$ cat config.mk
export PLATFORM = sky130hd
export DESIGN_NAME = hex_record_packer_flat
export DESIGN_NICKNAME = d
export VERILOG_FILES = /design/src/rtl/hrp_pkg.sv /design/src/rtl/hrp_stream_if.sv /design/src/rtl/hex_record_packer.sv /design/src/flat_wrapper.sv
export SDC_FILE = /design/constraint.sdc
export NUM_CORES = 1
export LEC_CHECK = 0
export ABC_CLOCK_PERIOD_IN_PS = 5200
export BUFFER_PORTS_ARGS = -buffer_cell sky130_fd_sc_hd__buf_2
export CORE_MARGIN = 5
export CORE_UTILIZATION = 55
export DETAILED_ROUTE_END_ITERATION = 10
export GPL_ROUTABILITY_DRIVEN = 0
export PLACE_DENSITY_LB_ADDON = 0.12
export SETUP_SLACK_MARGIN = 0.02
export SLEW_MARGIN = 10
export SYNTH_ARGS = -nofsm -noshare
export SYNTH_HDL_FRONTEND = slang
export SYNTH_SLANG_ARGS = --single-unit
$ cat constraint.sdc
create_clock -name i_clk -period 5.2 [get_ports i_clk]
set_input_delay 0.26 -clock i_clk [delete_from_list [all_inputs] [get_ports i_clk]]
set_output_delay 0.26 -clock i_clk [all_outputs]
set_load 0.005 [all_outputs]
$ cat src/rtl/hrp_pkg.sv
package hrp_pkg;

    // ASCII characters of the record format
    localparam logic [7:0] CHAR_COLON     = 8'h3A;
    localparam logic [7:0] CHAR_CR        = 8'h0D;
    localparam logic [7:0] CHAR_LF        = 8'h0A;
    localparam logic [7:0] HEX_DIGIT_BASE = 8'h30;
    localparam logic [7:0] HEX_ALPHA_BASE = 8'h37;

    // control record fields
    localparam logic [7:0] TAG_HEADER     = 8'h01;
    localparam logic [7:0] TAG_END        = 8'h05;
    localparam logic [7:0] CTRL_FIELD_ONE = 8'h01;
    localparam int         CTRL_LEN       = 13;

    localparam logic [2:0] REC_TYPE_RESET = 3'd2;

    typedef struct packed {
        logic [7:0] data_byte;
        logic       last_byte;
    } t_in_item;

    typedef struct packed {
        logic [31:0] ascii_chars;
        logic [2:0]  char_count;
        logic        end_of_run;
    } t_out_item;

    // upper-case hex character of one nibble
    function automatic logic [7:0] hex_char(input logic [3:0] nib);
        if (nib < 4'd10) begin
            return HEX_DIGIT_BASE + 8'(nib);
        end
        return HEX_ALPHA_BASE + 8'(nib);
    endfunction

endpackage

$ cat src/rtl/hrp_stream_if.sv
interface hrp_stream_if #(
    parameter type T = logic
);
    logic valid;
    logic ready;
    T     payload;

    modport source (output valid, output payload, input ready);
    modport sink   (input valid, input payload, output ready);
endinterface

$ cat src/rtl/hex_record_packer.sv
// Characters are packed four to an output beat in a registered output; one character is
//   produced per cycle, except while a full beat waits on output back-pressure.
// A quiet byte is only stored; a header or end record has 13 characters, a data record
//   9 characters plus 2 per stored byte, and a deferred byte is stored in S_STORE.
// Reset (synchronous, active low): clears fill count, byte sum, header flag and packer; the
//   record type returns to 2. Record store contents stay undefined; no clearing pass.
module hex_record_packer
    import hrp_pkg::*;
#(
    parameter int RECORD_BYTES = 48
) (
    input  logic                i_clk,
    input  logic                i_rst_n,
    input  logic                i_cfg_wr_en,
    input  logic [2:0]          i_cfg_wr_data,
    hrp_stream_if.sink          i_in,
    hrp_stream_if.source        o_out
);

    localparam int AW = (RECORD_BYTES > 1) ? $clog2(RECORD_BYTES) : 1;   // store address
    localparam int FW = $clog2(RECORD_BYTES + 1);                        // fill count
    localparam int PW = $clog2(2 * RECORD_BYTES + 10);                   // char position
    localparam int PAIR_W = PW - 1;

    typedef enum logic [2:0] {
        S_IDLE,
        S_HDR,
        S_DAT,
        S_STORE,
        S_END
    } t_state;

    // record store: one byte per entry, synchronous read with registered data
    logic [7:0]     r_store [RECORD_BYTES];
    logic [7:0]     r_rd;
    logic           mem_we;
    logic [AW-1:0]  mem_waddr;
    logic [7:0]     mem_wdata;
    logic           rd_en;
    logic [AW-1:0]  rd_addr;

    t_state         r_state, n_state;
    logic [PW-1:0]  r_pos, n_pos;
    logic [FW-1:0]  r_fill, n_fill;
    logic [7:0]     r_sum, n_sum;
    logic           r_hdr_sent, n_hdr_sent;
    logic           r_flush, n_flush;
    logic           r_last, n_last;
    logic [7:0]     r_pend, n_pend;
    logic [AW-1:0]  r_idx, n_idx;
    logic [2:0]     r_rec_type;
    logic [23:0]    r_acc, n_acc;
    logic [1:0]     r_cnt, n_cnt;
    logic           r_out_valid, n_out_valid;
    t_out_item      r_out, n_out;

    // character generation
    logic              is_ctrl;
    logic              char_on;
    logic [7:0]        tag;
    logic [7:0]        ctrl_ck;
    logic [7:0]        data_ck;
    logic [PW-1:0]     data_end;
    logic [PW-1:0]     rec_len;
    logic [PW-1:0]     pos_m1;
    logic [PAIR_W-1:0] pair_sel;
    logic [7:0]        pair_byte;
    logic [7:0]        ch;
    logic              is_lf;
    logic              final_char;
    logic              word_done;
    logic              can_push;
    logic              emit;
    logic              in_acc;
    logic              flush_now;

    assign i_in.ready    = (r_state == S_IDLE);
    assign o_out.valid   = r_out_valid;
    assign o_out.payload = r_out;

    assign in_acc    = i_in.valid && (r_state == S_IDLE);
    assign flush_now = (r_fill == FW'(RECORD_BYTES));

    assign is_ctrl  = (r_state == S_HDR) || (r_state == S_END);
    assign char_on  = is_ctrl || (r_state == S_DAT);
    assign tag      = (r_state == S_HDR) ? TAG_HEADER : TAG_END;
    assign ctrl_ck  = 8'd0 - (tag + CTRL_FIELD_ONE);
    assign data_ck  = 8'd0 - (8'(r_rec_type) + 8'(r_fill) + r_sum);
    assign data_end = PW'(5) + PW'({r_fill, 1'b0});
    assign rec_len  = is_ctrl ? PW'(CTRL_LEN) : (data_end + PW'(4));
    assign pos_m1   = r_pos - PW'(1);
    assign pair_sel = pos_m1[PW-1:1];
    assign is_lf    = (r_pos == rec_len - PW'(1));

    // select the byte whose hex pair covers the current position
    always_comb begin
        pair_byte = 8'd0;
        if (is_ctrl) begin
            case (pair_sel)
                PAIR_W'(0): pair_byte = tag;
                PAIR_W'(1): pair_byte = 8'd0;
                PAIR_W'(2): pair_byte = 8'(r_rec_type);
                PAIR_W'(3): pair_byte = CTRL_FIELD_ONE;
                default:    pair_byte = ctrl_ck;
            endcase
        end else if (pair_sel == PAIR_W'(0)) begin
            pair_byte = 8'(r_rec_type);
        end else if (pair_sel == PAIR_W'(1)) begin
            pair_byte = 8'(r_fill);
        end else if (r_pos < data_end) begin
            pair_byte = r_rd;
        end else begin
            pair_byte = data_ck;
        end
    end

    // odd positions carry the high nibble of a pair
    always_comb begin
        if (r_pos == PW'(0)) begin
            ch = CHAR_COLON;
        end else if (r_pos == rec_len - PW'(2)) begin
            ch = CHAR_CR;
        end else if (is_lf) begin
            ch = CHAR_LF;
        end else if (r_pos[0]) begin
            ch = hex_char(pair_byte[7:4]);
        end else begin
            ch = hex_char(pair_byte[3:0]);
        end
    end

    // last character of the item's stream closes the run
    assign final_char = is_lf && (((r_state == S_HDR) && !r_flush && !r_last) ||
                                  ((r_state == S_DAT) && r_flush && !r_last) ||
                                  (r_state == S_END));
    assign word_done  = (r_cnt == 2'd3) || final_char;
    assign can_push   = !r_out_valid || o_out.ready;
    assign emit       = char_on && (!word_done || can_push);

    always_comb begin
        n_state     = r_state;
        n_pos       = r_pos;
        n_fill      = r_fill;
        n_sum       = r_sum;
        n_hdr_sent  = r_hdr_sent;
        n_flush     = r_flush;
        n_last      = r_last;
        n_pend      = r_pend;
        n_idx       = r_idx;
        n_acc       = r_acc;
        n_cnt       = r_cnt;
        n_out_valid = r_out_valid && !o_out.ready;
        n_out       = r_out;
        mem_we      = 1'b0;
        mem_waddr   = r_fill[AW-1:0];
        mem_wdata   = i_in.payload.data_byte;
        rd_en       = 1'b0;
        rd_addr     = r_idx + AW'(1);

        // pack characters into output beats
        if (emit) begin
            if (word_done) begin
                n_out_valid       = 1'b1;
                n_out.ascii_chars = 32'(r_acc) | (32'(ch) << {r_cnt, 3'b000});
                n_out.char_count  = 3'(r_cnt) + 3'd1;
                n_out.end_of_run  = final_char;
                n_acc             = 24'd0;
                n_cnt             = 2'd0;
            end else begin
                n_acc = r_acc | (24'(ch) << {r_cnt, 3'b000});
                n_cnt = r_cnt + 2'd1;
            end
            n_pos = is_lf ? PW'(0) : r_pos + PW'(1);
        end

        // prefetch store bytes: entry 0 at the colon, the next entry at each data low nibble but the last
        if (emit && (r_state == S_DAT)) begin
            if (r_pos == PW'(0)) begin
                rd_en   = 1'b1;
                rd_addr = AW'(0);
                n_idx   = AW'(0);
            end else if (!r_pos[0] && (r_pos > PW'(5)) && (r_pos < data_end) &&
                         (r_pos + PW'(1) != data_end)) begin
                rd_en = 1'b1;
                n_idx = r_idx + AW'(1);
            end
        end

        unique case (r_state)
            S_IDLE: begin
                if (in_acc) begin
                    n_last  = i_in.payload.last_byte;
                    n_flush = flush_now;
                    n_pos   = PW'(0);
                    if (flush_now) begin
                        n_pend = i_in.payload.data_byte;
                    end else begin
                        mem_we = 1'b1;
                        n_fill = r_fill + FW'(1);
                        n_sum  = r_sum + i_in.payload.data_byte;
                    end
                    if (!r_hdr_sent) begin
                        n_state = S_HDR;
                    end else if (flush_now || i_in.payload.last_byte) begin
                        n_state = S_DAT;
                    end
                end
            end
            S_HDR: begin
                if (emit && is_lf) begin
                    n_hdr_sent = 1'b1;
                    n_state    = (r_flush || r_last) ? S_DAT : S_IDLE;
                end
            end
            S_DAT: begin
                if (emit && is_lf) begin
                    n_fill  = '0;
                    n_sum   = 8'd0;
                    n_state = r_flush ? S_STORE : S_END;
                end
            end
            S_STORE: begin
                // write the byte held back while the full record went out
                mem_we    = 1'b1;
                mem_waddr = AW'(0);
                mem_wdata = r_pend;
                n_fill    = FW'(1);
                n_sum     = r_pend;
                n_flush   = 1'b0;
                n_state   = r_last ? S_DAT : S_IDLE;
            end
            S_END: begin
                if (emit && is_lf) begin
                    n_hdr_sent = 1'b0;
                    n_state    = S_IDLE;
                end
            end
            default: n_state = S_IDLE;
        endcase
    end

    always_ff @(posedge i_clk) begin
        if (!i_rst_n) begin
            r_state     <= S_IDLE;
            r_pos       <= '0;
            r_fill      <= '0;
            r_sum       <= 8'd0;
            r_hdr_sent  <= 1'b0;
            r_flush     <= 1'b0;
            r_last      <= 1'b0;
            r_pend      <= 8'd0;
            r_idx       <= '0;
            r_rec_type  <= REC_TYPE_RESET;
            r_acc       <= 24'd0;
            r_cnt       <= 2'd0;
            r_out_valid <= 1'b0;
            r_out       <= '0;
        end else begin
            r_state     <= n_state;
            r_pos       <= n_pos;
            r_fill      <= n_fill;
            r_sum       <= n_sum;
            r_hdr_sent  <= n_hdr_sent;
            r_flush     <= n_flush;
            r_last      <= n_last;
            r_pend      <= n_pend;
            r_idx       <= n_idx;
            r_acc       <= n_acc;
            r_cnt       <= n_cnt;
            r_out_valid <= n_out_valid;
            r_out       <= n_out;
            if (i_cfg_wr_en) begin
                r_rec_type <= i_cfg_wr_data;
            end
        end
    end

    always_ff @(posedge i_clk) begin
        if (mem_we) begin
            r_store[mem_waddr] <= mem_wdata;
        end
        if (rd_en) begin
            r_rd <= r_store[rd_addr];
        end
    end

    // fill count never passes the record size
    a_fill_bound: assert property (@(posedge i_clk) disable iff (!i_rst_n)
        r_fill <= FW'(RECORD_BYTES))
        else $error("fill count beyond record size");

    // a short beat only ends a run
    a_short_final: assert property (@(posedge i_clk) disable iff (!i_rst_n)
        (r_out_valid && (r_out.char_count != 3'd4)) |-> r_out.end_of_run)
        else $error("short beat in mid run");

    // store is never written and read in one cycle
    a_mem_excl: assert property (@(posedge i_clk) disable iff (!i_rst_n)
        !(mem_we && rd_en))
        else $error("store write and read collide");

    // a quiet byte leaves the block idle
    a_quiet: assert property (@(posedge i_clk) disable iff (!i_rst_n)
        (in_acc && r_hdr_sent && !i_in.payload.last_byte && !flush_now)
            |=> (r_state == S_IDLE))
        else $error("quiet byte started a record");

endmodule

$ cat src/flat_wrapper.sv
// flat-port wrapper written by rule: the top's interface ports become plain ports
module hex_record_packer_flat import hrp_pkg::*;
#(
    parameter int RECORD_BYTES = 48
)
  (i_clk, i_rst_n, i_cfg_wr_en, i_cfg_wr_data, i_in_valid, i_in_payload, i_in_ready, o_out_valid, o_out_payload, o_out_ready);
  hrp_stream_if #(.T(t_in_item)) i_in_i ();
  hrp_stream_if #(.T(t_out_item)) o_out_i ();
  input  logic i_clk;
  input  logic i_rst_n;
  input  logic i_cfg_wr_en;
  input  logic [2:0] i_cfg_wr_data;
  input wire logic [$bits(i_in_i.valid)-1:0] i_in_valid;
  input wire logic [$bits(i_in_i.payload)-1:0] i_in_payload;
  output wire logic [$bits(i_in_i.ready)-1:0] i_in_ready;
  output wire logic [$bits(o_out_i.valid)-1:0] o_out_valid;
  output wire logic [$bits(o_out_i.payload)-1:0] o_out_payload;
  input wire logic [$bits(o_out_i.ready)-1:0] o_out_ready;
  assign i_in_i.valid = i_in_valid;
  assign i_in_i.payload = i_in_payload;
  assign i_in_ready = i_in_i.ready;
  assign o_out_valid = o_out_i.valid;
  assign o_out_payload = o_out_i.payload;
  assign o_out_i.ready = o_out_ready;
  hex_record_packer #(.RECORD_BYTES(RECORD_BYTES)) u_core (.i_clk(i_clk), .i_rst_n(i_rst_n), .i_cfg_wr_en(i_cfg_wr_en), .i_cfg_wr_data(i_cfg_wr_data), .i_in(i_in_i), .o_out(o_out_i));
endmodule
---- After elaboration in Yosys (flattened, before gate mapping) ----
Memory sizes are Yosys's and may differ from the RTL's. A register that Yosys moved wholly into a read port is not among the register bits.
Cells that the tools add are included.
storage, ports and cells
  register bits after elaboration ......... 107
  RAM bits ................................ 384
  output and inout bits ................... 38
  word-level logic and storage cells ...... 176
  memories ................................ 1
memory list
  name            depth  bits a word  rd ports  clocked after Yosys merged registers in  write ports  line                     source
  u_core.r_store  48     8            1         1                                        1            hex_record_packer.sv:34  logic [7:0] r_store [RECORD_BYTES];
operators by class
  add/subtract/negate cells ............... 20
  magnitude comparators ................... 4
  equality and inequality tests ........... 18
  shift-type cells ........................ 2
  muxes and demuxes ....................... 70
  bitwise operators ....................... 2
  reduce and logical (&&, ||, !) cells .... 43
operators by type and width
  cell                                                 number
  two-way mux 8 bit                                    16
  two-way mux 6 bit                                    8
  two-way mux 7 bit                                    5
  bitwise OR 24 x 32 -> 32 bit                         1
  one-hot mux 8 bit (4 select lines)                   1
  left shift 8 x 5 -> 32 bit                           1
  adder 6 x 4 -> 7 bit, first input constant           4
  two-way mux 24 bit                                   1
  two-way mux 3 bit                                    8
  bitwise OR 24 bit                                    1
  one-hot mux 8 bit (3 select lines)                   1
  left shift 8 x 5 -> 24 bit                           1
  two-way mux 1 bit                                    22
  one-hot mux 6 bit (3 select lines)                   1
  adder 8 bit                                          2
  subtractor 1 x 8 -> 8 bit, first input constant      2
  one-hot mux 3 bit (5 select lines)                   1
  equality test 7 bit                                  2
  subtractor 7 x 1 -> 7 bit, second input constant     2
  logical AND 1 bit                                    13
  adder 6 x 1 -> 6 bit, second input constant          2
  equality test 6 x 2 -> 1 bit, second input constant  2
  logical OR 1 bit                                     9
  adder 8 x 1 -> 8 bit, second input constant          1
  32 further kinds                                     52

---- Longest topological paths before layout ----
Gate-level depths: netlist of the first run.
  word-level depth ........................ 21
  mapped depth ............................ 20
  gate-level depth less buffers ........... 20

---- Least setup slack after synthesis of the first run ----
OpenSTA, ideal clock, no wires.
  path kind ............................... reg2reg
  from .................................... register u_core.r_fill[1]
  to ...................................... register u_core.r_out (netlist bit u_core.o_out.payload[14])
  setup time .............................. 145 ps
  arrival ................................. 4449 ps
  slack ................................... 605 ps
  stages on the path, launching flop included .. 19
  buffers on the path ..................... 1
  period minus slack after synthesis ...... 4595 ps
  path through ............................ dfxtp_1 clkbuf_1 inv_1 fa_1 inv_1 ha_1 inv_1 ha_1 fa_1 a21o_1 a21o_1 a2111oi_0 nor3_1 mux2i_1 o21ai_1 a21oi_1 a311oi_1 a311oi_1 o21ai_0
between the ends
  cells in the longest elaborated chain, start to end .. 20
  elaborated cells between the ends (all ways) .. 47
  those cells by class .................... add/sub (11); order compare (3); eq/ne (2); shift (1); mux (23); bitwise (1); reduce/logical (6)
ends and longest elaborated chain
  item                          line                      source
  from (decl)                   hex_record_packer.sv:44   logic [FW-1:0] r_fill, n_fill;
  from (signal assigned)        hex_record_packer.sv:261  r_fill <= n_fill;
  adder 3 x 6 -> 7 bit          hex_record_packer.sv:88   assign data_ck = 8'd0 - (8'(r_rec_type) + 8'(r_fill) + r_sum);
  adder 8 bit                   hex_record_packer.sv:88
  subtractor 1 x 8 -> 8 bit     hex_record_packer.sv:88
  two-way mux 8 bit             hex_record_packer.sv:110  end else if (r_pos < data_end) begin
  two-way mux 8 bit             hex_record_packer.sv:108  end else if (pair_sel == PAIR_W'(1)) begin
  two-way mux 8 bit             hex_record_packer.sv:106  end else if (pair_sel == PAIR_W'(0)) begin
  two-way mux 8 bit             hex_record_packer.sv:98   if (is_ctrl) begin
  less-than comparator 4 bit    hrp_pkg.sv:31             if (nib < 4'd10) begin
  [4 not listed]                --
  two-way mux 1 bit             hex_record_packer.sv:119  if (r_pos == PW'(0)) begin
  two-way mux 8 bit             hrp_pkg.sv:34             return HEX_ALPHA_BASE + 8'(nib);
  two-way mux 8 bit             hex_record_packer.sv:125  end else if (r_pos[0]) begin
  two-way mux 8 bit             hex_record_packer.sv:123  end else if (is_lf) begin
  two-way mux 8 bit             hex_record_packer.sv:121  end else if (r_pos == rec_len - PW'(2)) begin
  two-way mux 8 bit             hex_record_packer.sv:119
  left shift 8 x 5 -> 32 bit    hex_record_packer.sv:164  n_out.ascii_chars = 32'(r_acc) | (32'(ch) << {r_cnt, 3'b000});
  bitwise OR 24 x 32 -> 32 bit  hex_record_packer.sv:164
  to (signal assigned)          hex_record_packer.sv:271  r_out <= n_out;
  to (decl)                     hex_record_packer.sv:55   t_out_item r_out, n_out;
Several ways; a longest one is shown, not always the timed one. The select of a mux whose other input is x is not followed.
A chain may end at the register's enable or synchronous reset.

---- Final worst setup path of the first run ----
  from .................................... register u_core.r_fill[1]
  to ...................................... register u_core.r_out (netlist bit u_core.o_out.payload[10])
The elaborated chain is that of the path after synthesis.

==> results of run 1 <==
-- metrics by stage --
step	hold WS (ns)	util [%]	cell area [um^2]	setup WS, ns	power [mW]
finish	0.04059	61.46	24920	0.3328	9.617
global route	0.04233	61.46	24920	0.06281	10.03
CTS	0.009510	61.46	24920	0.3802	9.665
global placement	0.4391	57.28	23230	0.5575	6.197
detailed placement	0.4411	57.28	23230	0.4108	6.243
floorplan	0.3862	-	22450	0.6052	5.743
-- cell type report --
| cell class | instances | share of cell area, % |
|---|---|---|
| Inverter | 45 | 0.6777 |
| Timing Repair Buffer | 97 | 2.661 |
| Multi-Input combinational cell | 1124 | 32.47 |
| Tap cell | 532 | 2.671 |
| Clock buffer | 60 | 5.171 |
| Sequential cell | 492 | 55.28 |
| Clock inverter | 34 | 1.069 |
-- where the power goes --
group	internal (mW)	switching, mW	total (mW)
clock	1.92	1.51	3.43
sequential	4.38	0.0801	4.46
combinational	0.634	1.10	1.73
-- worst reg2reg max path: stages, from the launching register on --
cell and delay (ns):
dfxtp_1 0.47, inv_1 0.21, fa_1 0.54, inv_1 0.04, ha_1 0.25, inv_1 0.04, ha_1 0.22, fa_1 0.41
a21o_1 0.19, a21o_1 0.20, and4_1 0.19, nor3_1 0.28, mux2i_1 0.16, o21ai_1 0.46, o211ai_1 0.22, a21oi_1 0.59
a21oi_1 0.15, a21oi_1 0.18
-- worst max-delay path by stage --
stage | from | end | slack (ns)
after floorplan | u_core.r_fill[1] | u_core.o_out.payload[14] | 0.61
after CTS | u_core.r_fill[1] | u_core.o_out.payload[10] | 0.38
after global placement | u_core.r_rec_type[0] | u_core.o_out.payload[10] | 0.56
after detailed placement | u_core.r_fill[1] | u_core.o_out.payload[10] | 0.41
after global routing | u_core.r_fill[1] | u_core.o_out.payload[10] | 0.06
final | u_core.r_fill[1] | u_core.o_out.payload[10] | 0.33
-- cell families after synthesis --
kind of cell / Yosys count / share of synthesized area (%)
adder cells (fa/ha/maj): 45 / 2.610
AND/OR/NAND/NOR: 473 / 10.03
multiplexers: 133 / 8.656
other: 1 / 0.01672
flip-flops: 492 / 61.39
XOR/XNOR: 55 / 2.242
AO/OA/AOI/OAI: 414 / 12.10
buffers and inverters: 161 / 2.950
-- registers in the layout (all words and copies together), names as in the netlist --
name	flops
u_core.r_fill	6
u_core.r_cnt	2
u_core.r_last	1
u_core.r_state	3
u_core.r_pos	7
u_core.o_out.payload	32
u_core.r_hdr_sent	1
u_core.r_pend	8
u_core.o_out.valid	1
u_core.r_flush	1
u_core.r_idx	6
u_core.r_rd	8
u_core.r_rec_type	3
u_core.r_store	384
u_core.r_sum	8
u_core.r_acc	21
-- metal layers --
metal / GRT usage, % / routed length, um / vias up
met5: 0 / 0 / -
met4: 9.018 / 2029 / 0
met3: 4.209 / 4072 / 113
met2: 40.95 / 27240 / 524
met1: 35.04 / 23590 / 7335
li1: - / - / 6841
-- cells in the final DEF, fill, tap and decap left out, types with 9 or more instances in the layout --
master,count
a21o_1,9
buf_4,31
dlygate4sd3_1,14
a311oi_1,23
a31oi_1,10
o21ai_1,9
o21ai_0,92
clkbuf_1,10
xor2_1,19
a221oi_1,11
or3_1,10
nor3_1,47
nor2_1,175
o31ai_1,11
nand2b_1,9
ha_1,41
a2111oi_0,17
nand2_1,89
nand3_1,34
nor4_1,15
dfxtp_1,99
and2_1,9
a21oi_1,125
inv_1,42
clkbuf_16,50
nor2b_1,22
xnor2_1,32
clkinv_1,20
buf_2,50
mux4_2,48
edfxtp_1,392
a211o_1,9
a22oi_1,29
mux2i_1,77
and3_1,10
==> flow_summary_export.csv, run 1 <==
group,metric,value,unit
status,run_status,"finished, final reports clean",
clock_network,worstSkewPairLatency,0.60,ns
setup_path,crit_chain,"inv_1 -> fa_1 -> inv_1 -> ha_1 -> inv_1 -> ha_1 -> fa_1 -> a21o_1 -> a21o_1 -> and4_1 -> nor3_1 -> mux2i_1 -> o21ai_1 -> o211ai_1 -> a21oi_1 -> a21oi_1 -> a21oi_1",
placement,dpl.hpwl,36360,um
power,powerDensity,385.9,nW/um^2
setup_path,cp-start-kind,"flop",
synth,synth_area_leader_cell,"edfxtp_1",
finish,multi_input_area,8093,um^2
timing,tightest_slew,1.143,ns
min_path,whs_path_depth,3,
setup_path,reg2reg_to,"u_core.o_out.payload[10]",
timing,finalHoldViolCount,0,
setup_path,crit_buf_inv,3,
min_path,hold_path_class,"input pin to flop",
grt,grt_pass1_wl,87110,um
setup_path,worst-r2r-cell-count,17,
finish,antenna_cells,0,
timing,period_share,93.60,%
floorplan,start_util,55.32,%
placement,place_inst,2276,
synth,netlist-cell-type-count,85,
setup_path,cp.arrival,5.39,ns
timing,slew_violations,0,
clock_network,cts_tree,"built",
floorplan,row_count,74,
setup_path,slowest_delay,0.59,ns
setup_path,required,5.72,ns
setup_path,crit_path_max_fanout,8,
finish,drive_gt1_share,13.07,%
finish,regArea,13780,um^2
clock_network,cts-root-buf,"clkbuf_16",
setup_path,r2r_start,"u_core.r_fill[1]",
route,drt-initial-drc-count,1348,
timing,max_slew_margin,23.51,%
floorplan,core-area,40550,um^2
floorplan,die_w,212.0,um
clock_network,htreeDepth,2,
clock_network,cts.path.max_buffers,3,
finish,n_fill_cell,3205,
timing,skew,0.02019,ns
route,first_pass_iters,6,
timing,fmax,205.5,MHz
min_path,min_from,"i_cfg_wr_en",
synth,synth_common_cells,"edfxtp_1 (392), nor2_1 (176), a21oi_1 (125)",
synth,synth_edf_count,392,
setup_path,path_class,"flop to flop",
floorplan,dieArea,44930,um^2
route,wl,56940,um
clock_network,cts_resized,0,
route,drc_errors,0,
timing,rsz0062_at_grt,"false",
synth,yosys_register_bits,492,
setup_path,ff2ff_setup_slack,0.33,ns
power,vdd_drop_max,0.0002804,V
finish,nets,1872,
synth,syn_area,22430,um^2
route,viasPerCell,6.214,
timing,tns,0,ns
clock_network,hold_buffers,14,
grt,grt-ovfl-total,0,
synth,synthMostInstantiatedCell,"edfxtp_1",
synth,async_reset_ff_share,0,%
route,drtAntennaViolNets,0,
synth,synth.avg_cell_area,12.65,um^2
setup_path,crit_family,"compound AO/OA/AOI/OAI gates",
clock_network,post_cts_buffers,0,
finish,syn_to_final_growth,11.09,%
route,via_count,14810,
synth,synthFlopType,"edfxtp_1",
synth,synth_area_leaders,"edfxtp_1 (52%), dfxtp_1 (8.9%), mux4_2 (4.8%)",
clock_network,clk_pin_slew,0.07,ns
grt,track_usage,25.31,%
timing,setup_violations,0,
synth,yosysTopAreaCellShare,52.47,%
setup_path,cp_slowest_cell,"a21oi_1",
flow_run,drv_cap,0,
floorplan,die_y,212.0,um
synth,seq_area_frac_synth,61.39,%
setup_path,end_kind,"flop",
power,leakagePower,8.490,nW
setup_path,cp_num_cells,17,
timing,finalCriticalPeriod,4.867,ns
floorplan,io_pins,55,
grt,grt_pass1_vias,14410,
clock_network,cts_sinks,492,
synth,synth_warnings,0,
synth,synthCells,1774,
clock_network,cts_inserted_buffers,50,
placement,io_buffers,50,
route,post_drt_wl_per_cell,23.88,um
finish,fin_cells,2384,
grt,grt_max_degree,99,
min_path,holdPathEnd,"u_core.r_rec_type[0]",
grt,grt_antenna_before_repair,0,
No activity file was read; power rests on OpenSTA's default activity.
==> inputs of run 2 (changes only) <==
CELL_PAD_IN_SITES_DETAIL_PLACEMENT = 2   (was default)
CELL_PAD_IN_SITES_GLOBAL_PLACEMENT = 2   (was default)
CORE_UTILIZATION = 44   (was 55)
==> run 2 against run 1 <==
  * Non-clock buffer count is 24 higher
  * Hold slack worse by 0.0084 ns
  * Highest routed layer unchanged
  * Routed wire length is 31% higher
  * Combinational power is 9% higher
==> flow_summary_export.csv, run 2 (synthesis gave the netlist of run 1 again) <==
group,metric,value,unit
power,powerDensity,399.4,nW/um^2
route,via_count,15640,
finish,top_register,"u_core.r_store",
timing,finalCriticalPeriod,4.729,ns
clock_network,post_cts_buffers,0,
clock_network,cts-root-buf,"clkbuf_16",
clock_network,htreeDepth,2,
timing,fmax,211.4,MHz
timing,skew,0.04156,ns
route,drtAntennaViolNets,0,
route,drt-initial-drc-count,1173,
clock_network,clk_pin_slew,0.06,ns
clock_network,cts_sinks,492,
min_path,hold_path_class,"input pin to flop",
setup_path,cp_slowest_cell,"o21ai_1",
grt,grt_pass1_wl,112400,um
finish,fin_cells,2556,
power,fin_total_pwr,10.17,mW
clock_network,worstSkewPairLatency,0.64,ns
floorplan,die_w,235.8,um
power,p_comb_share,18.4,%
setup_path,cp.arrival,5.27,ns
timing,worst_slack,0.4707,ns
timing,period_share,90.95,%
route,viasPerCell,6.119,
route,first_pass_iters,4,
setup_path,end_kind,"flop",
timing,tightest_slew,1.240,ns
power,leakagePower,8.728,nW
clock_network,cts.path.max_buffers,3,
power,switching_share,29.22,%
clock_network,cts_tree,"built",
power,seqPwrFrac,43.8,%
floorplan,row_count,82,
setup_path,required,5.74,ns
finish,final_cell_mix,"edfxtp_1 (392), nor2_1 (175), a21oi_1 (125)",
status,run_status,"finished, final reports clean",
finish,layout_commonest_cell,"edfxtp_1",
placement,io_buffers,50,
timing,rsz0062_at_grt,"false",
clock_network,hold_buffers,15,
placement,pre_cts_slack,0.5185,ns
grt,grt_max_degree,104,
grt,track_usage,26.27,%
grt,grt_pass1_vias,17150,
clock_network,cts_inserted_buffers,54,
floorplan,start_util,44.62,%
timing,max_slew_margin,17.02,%
finish,largest_register_ffs,384,
floorplan,dieArea,55600,um^2
power,p_sw,2.972,mW
route,drc_errors,0,
flow_run,drv_cap,0,
power,clkPwrFrac,37.7,%
setup_path,cp-start-kind,"flop",
power,internal-power,7.200,mW
placement,dpl.hpwl,48020,um
power,vdd_drop_max,0.0003149,V
floorplan,core-area,50270,um^2
route,wl,74500,um
setup_path,path_class,"flop to flop",
route,post_drt_wl_per_cell,29.15,um
floorplan,die_y,235.8,um
timing,setup_violations,0,
grt,grt_antenna_before_repair,0,
timing,tns,0,ns
grt,grt-ovfl-total,0,
clock_network,cts_resized,0,
timing,finalHoldViolCount,0,
finish,fin_util,50.66,%
finish,drive_gt1_share,14.86,%
setup_path,crit_path_max_fanout,8,
setup_path,slowest_delay,0.50,ns
floorplan,io_pins,55,
setup_path,crit_chain,"ha_1 -> inv_1 -> fa_1 -> inv_1 -> ha_1 -> inv_1 -> ha_1 -> fa_1 -> a21o_1 -> a21o_1 -> a2111oi_0 -> nor3_1 -> mux2i_1 -> o21ai_1 -> o211a_1 -> o21ai_1 -> a21oi_1 -> a21oi_1",
finish,antenna_cells,0,
placement,place_inst,2439,
finish,syn_to_final_growth,13.53,%
timing,slew_violations,0,
finish,nets,1900,
run 2: cell types whose count changed in the layout (fill, tap and decap cells not counted), sizes merged:
| cell | before | now |
|---|---|---|
| bufinv | 3 | 4 |
| buf | 83 | 106 |
| clkinv | 30 | 32 |
| dlygate4sd3 | 14 | 15 |
| clkbuf | 60 | 66 |
| clkinvlp | 2 | 0 |
| inv | 44 | 45 |
run 2: power groups by stage:
stage	combinational, mW	clock [mW]	sequential, mW
after floorplan	1.24	0	4.50
after global placement	1.76	0	4.53
after detailed placement	1.84	0	4.54
after CTS	1.88	3.92	4.46
after global routing	2.05	4.09	4.47
final	1.88	3.84	4.46
run 2: stage by stage:
stage / hold slack, ns / area, um^2
after floorplan: 0.3862 / 22450
after global placement: 0.4289 / 23560
after detailed placement: 0.4431 / 23560
after CTS: 0.01120 / 25470
after global routing: 0.03048 / 25470
final: 0.03223 / 25470
run 2: final timing paths:
kind                                          startpoint                  endpoint  slack [ns]  cells past startpoint
worst max-delay path                u_core.r_rec_type[0]   u_core.o_out.payload[9]        0.47                     18
worst min-delay path                         i_cfg_wr_en      u_core.r_rec_type[0]        0.03                      3
worst max register to register      u_core.r_rec_type[0]   u_core.o_out.payload[9]        0.47                     18
worst min register to register  u_core.o_out.payload[30]  u_core.o_out.payload[30]        0.45                      2
run 2: critical path: cells and delay by family, from the launching register on:
kind	cells	cell delay, ns
buffers and inverters	3	0.16
AO/OA/AOI/OAI	8	2.14
flip-flops	1	0.37
multiplexers	1	0.32
adder cells (fa/ha/maj)	5	1.57
AND/OR/NAND/NOR	1	0.10
run 2: final cells by class:
type | instances | area (um^2)
Clock buffer | 66 | 1436
Clock inverter | 36 | 320.3
Tap cell | 672 | 840.8
Multi-Input combinational cell | 1124 | 8093
Timing Repair Buffer | 121 | 833.3
Inverter | 45 | 168.9
Fill cell | 4852 | 24800
Sequential cell | 492 | 13780
run 2: per-layer routing:
layer	track usage, %	routed length, um	up-vias
li1	-	-	6886
met1	33.12	30390	8204
met2	46.67	38050	412
met3	3.317	3206	139
met4	9.641	2843	0
met5	0	0	-
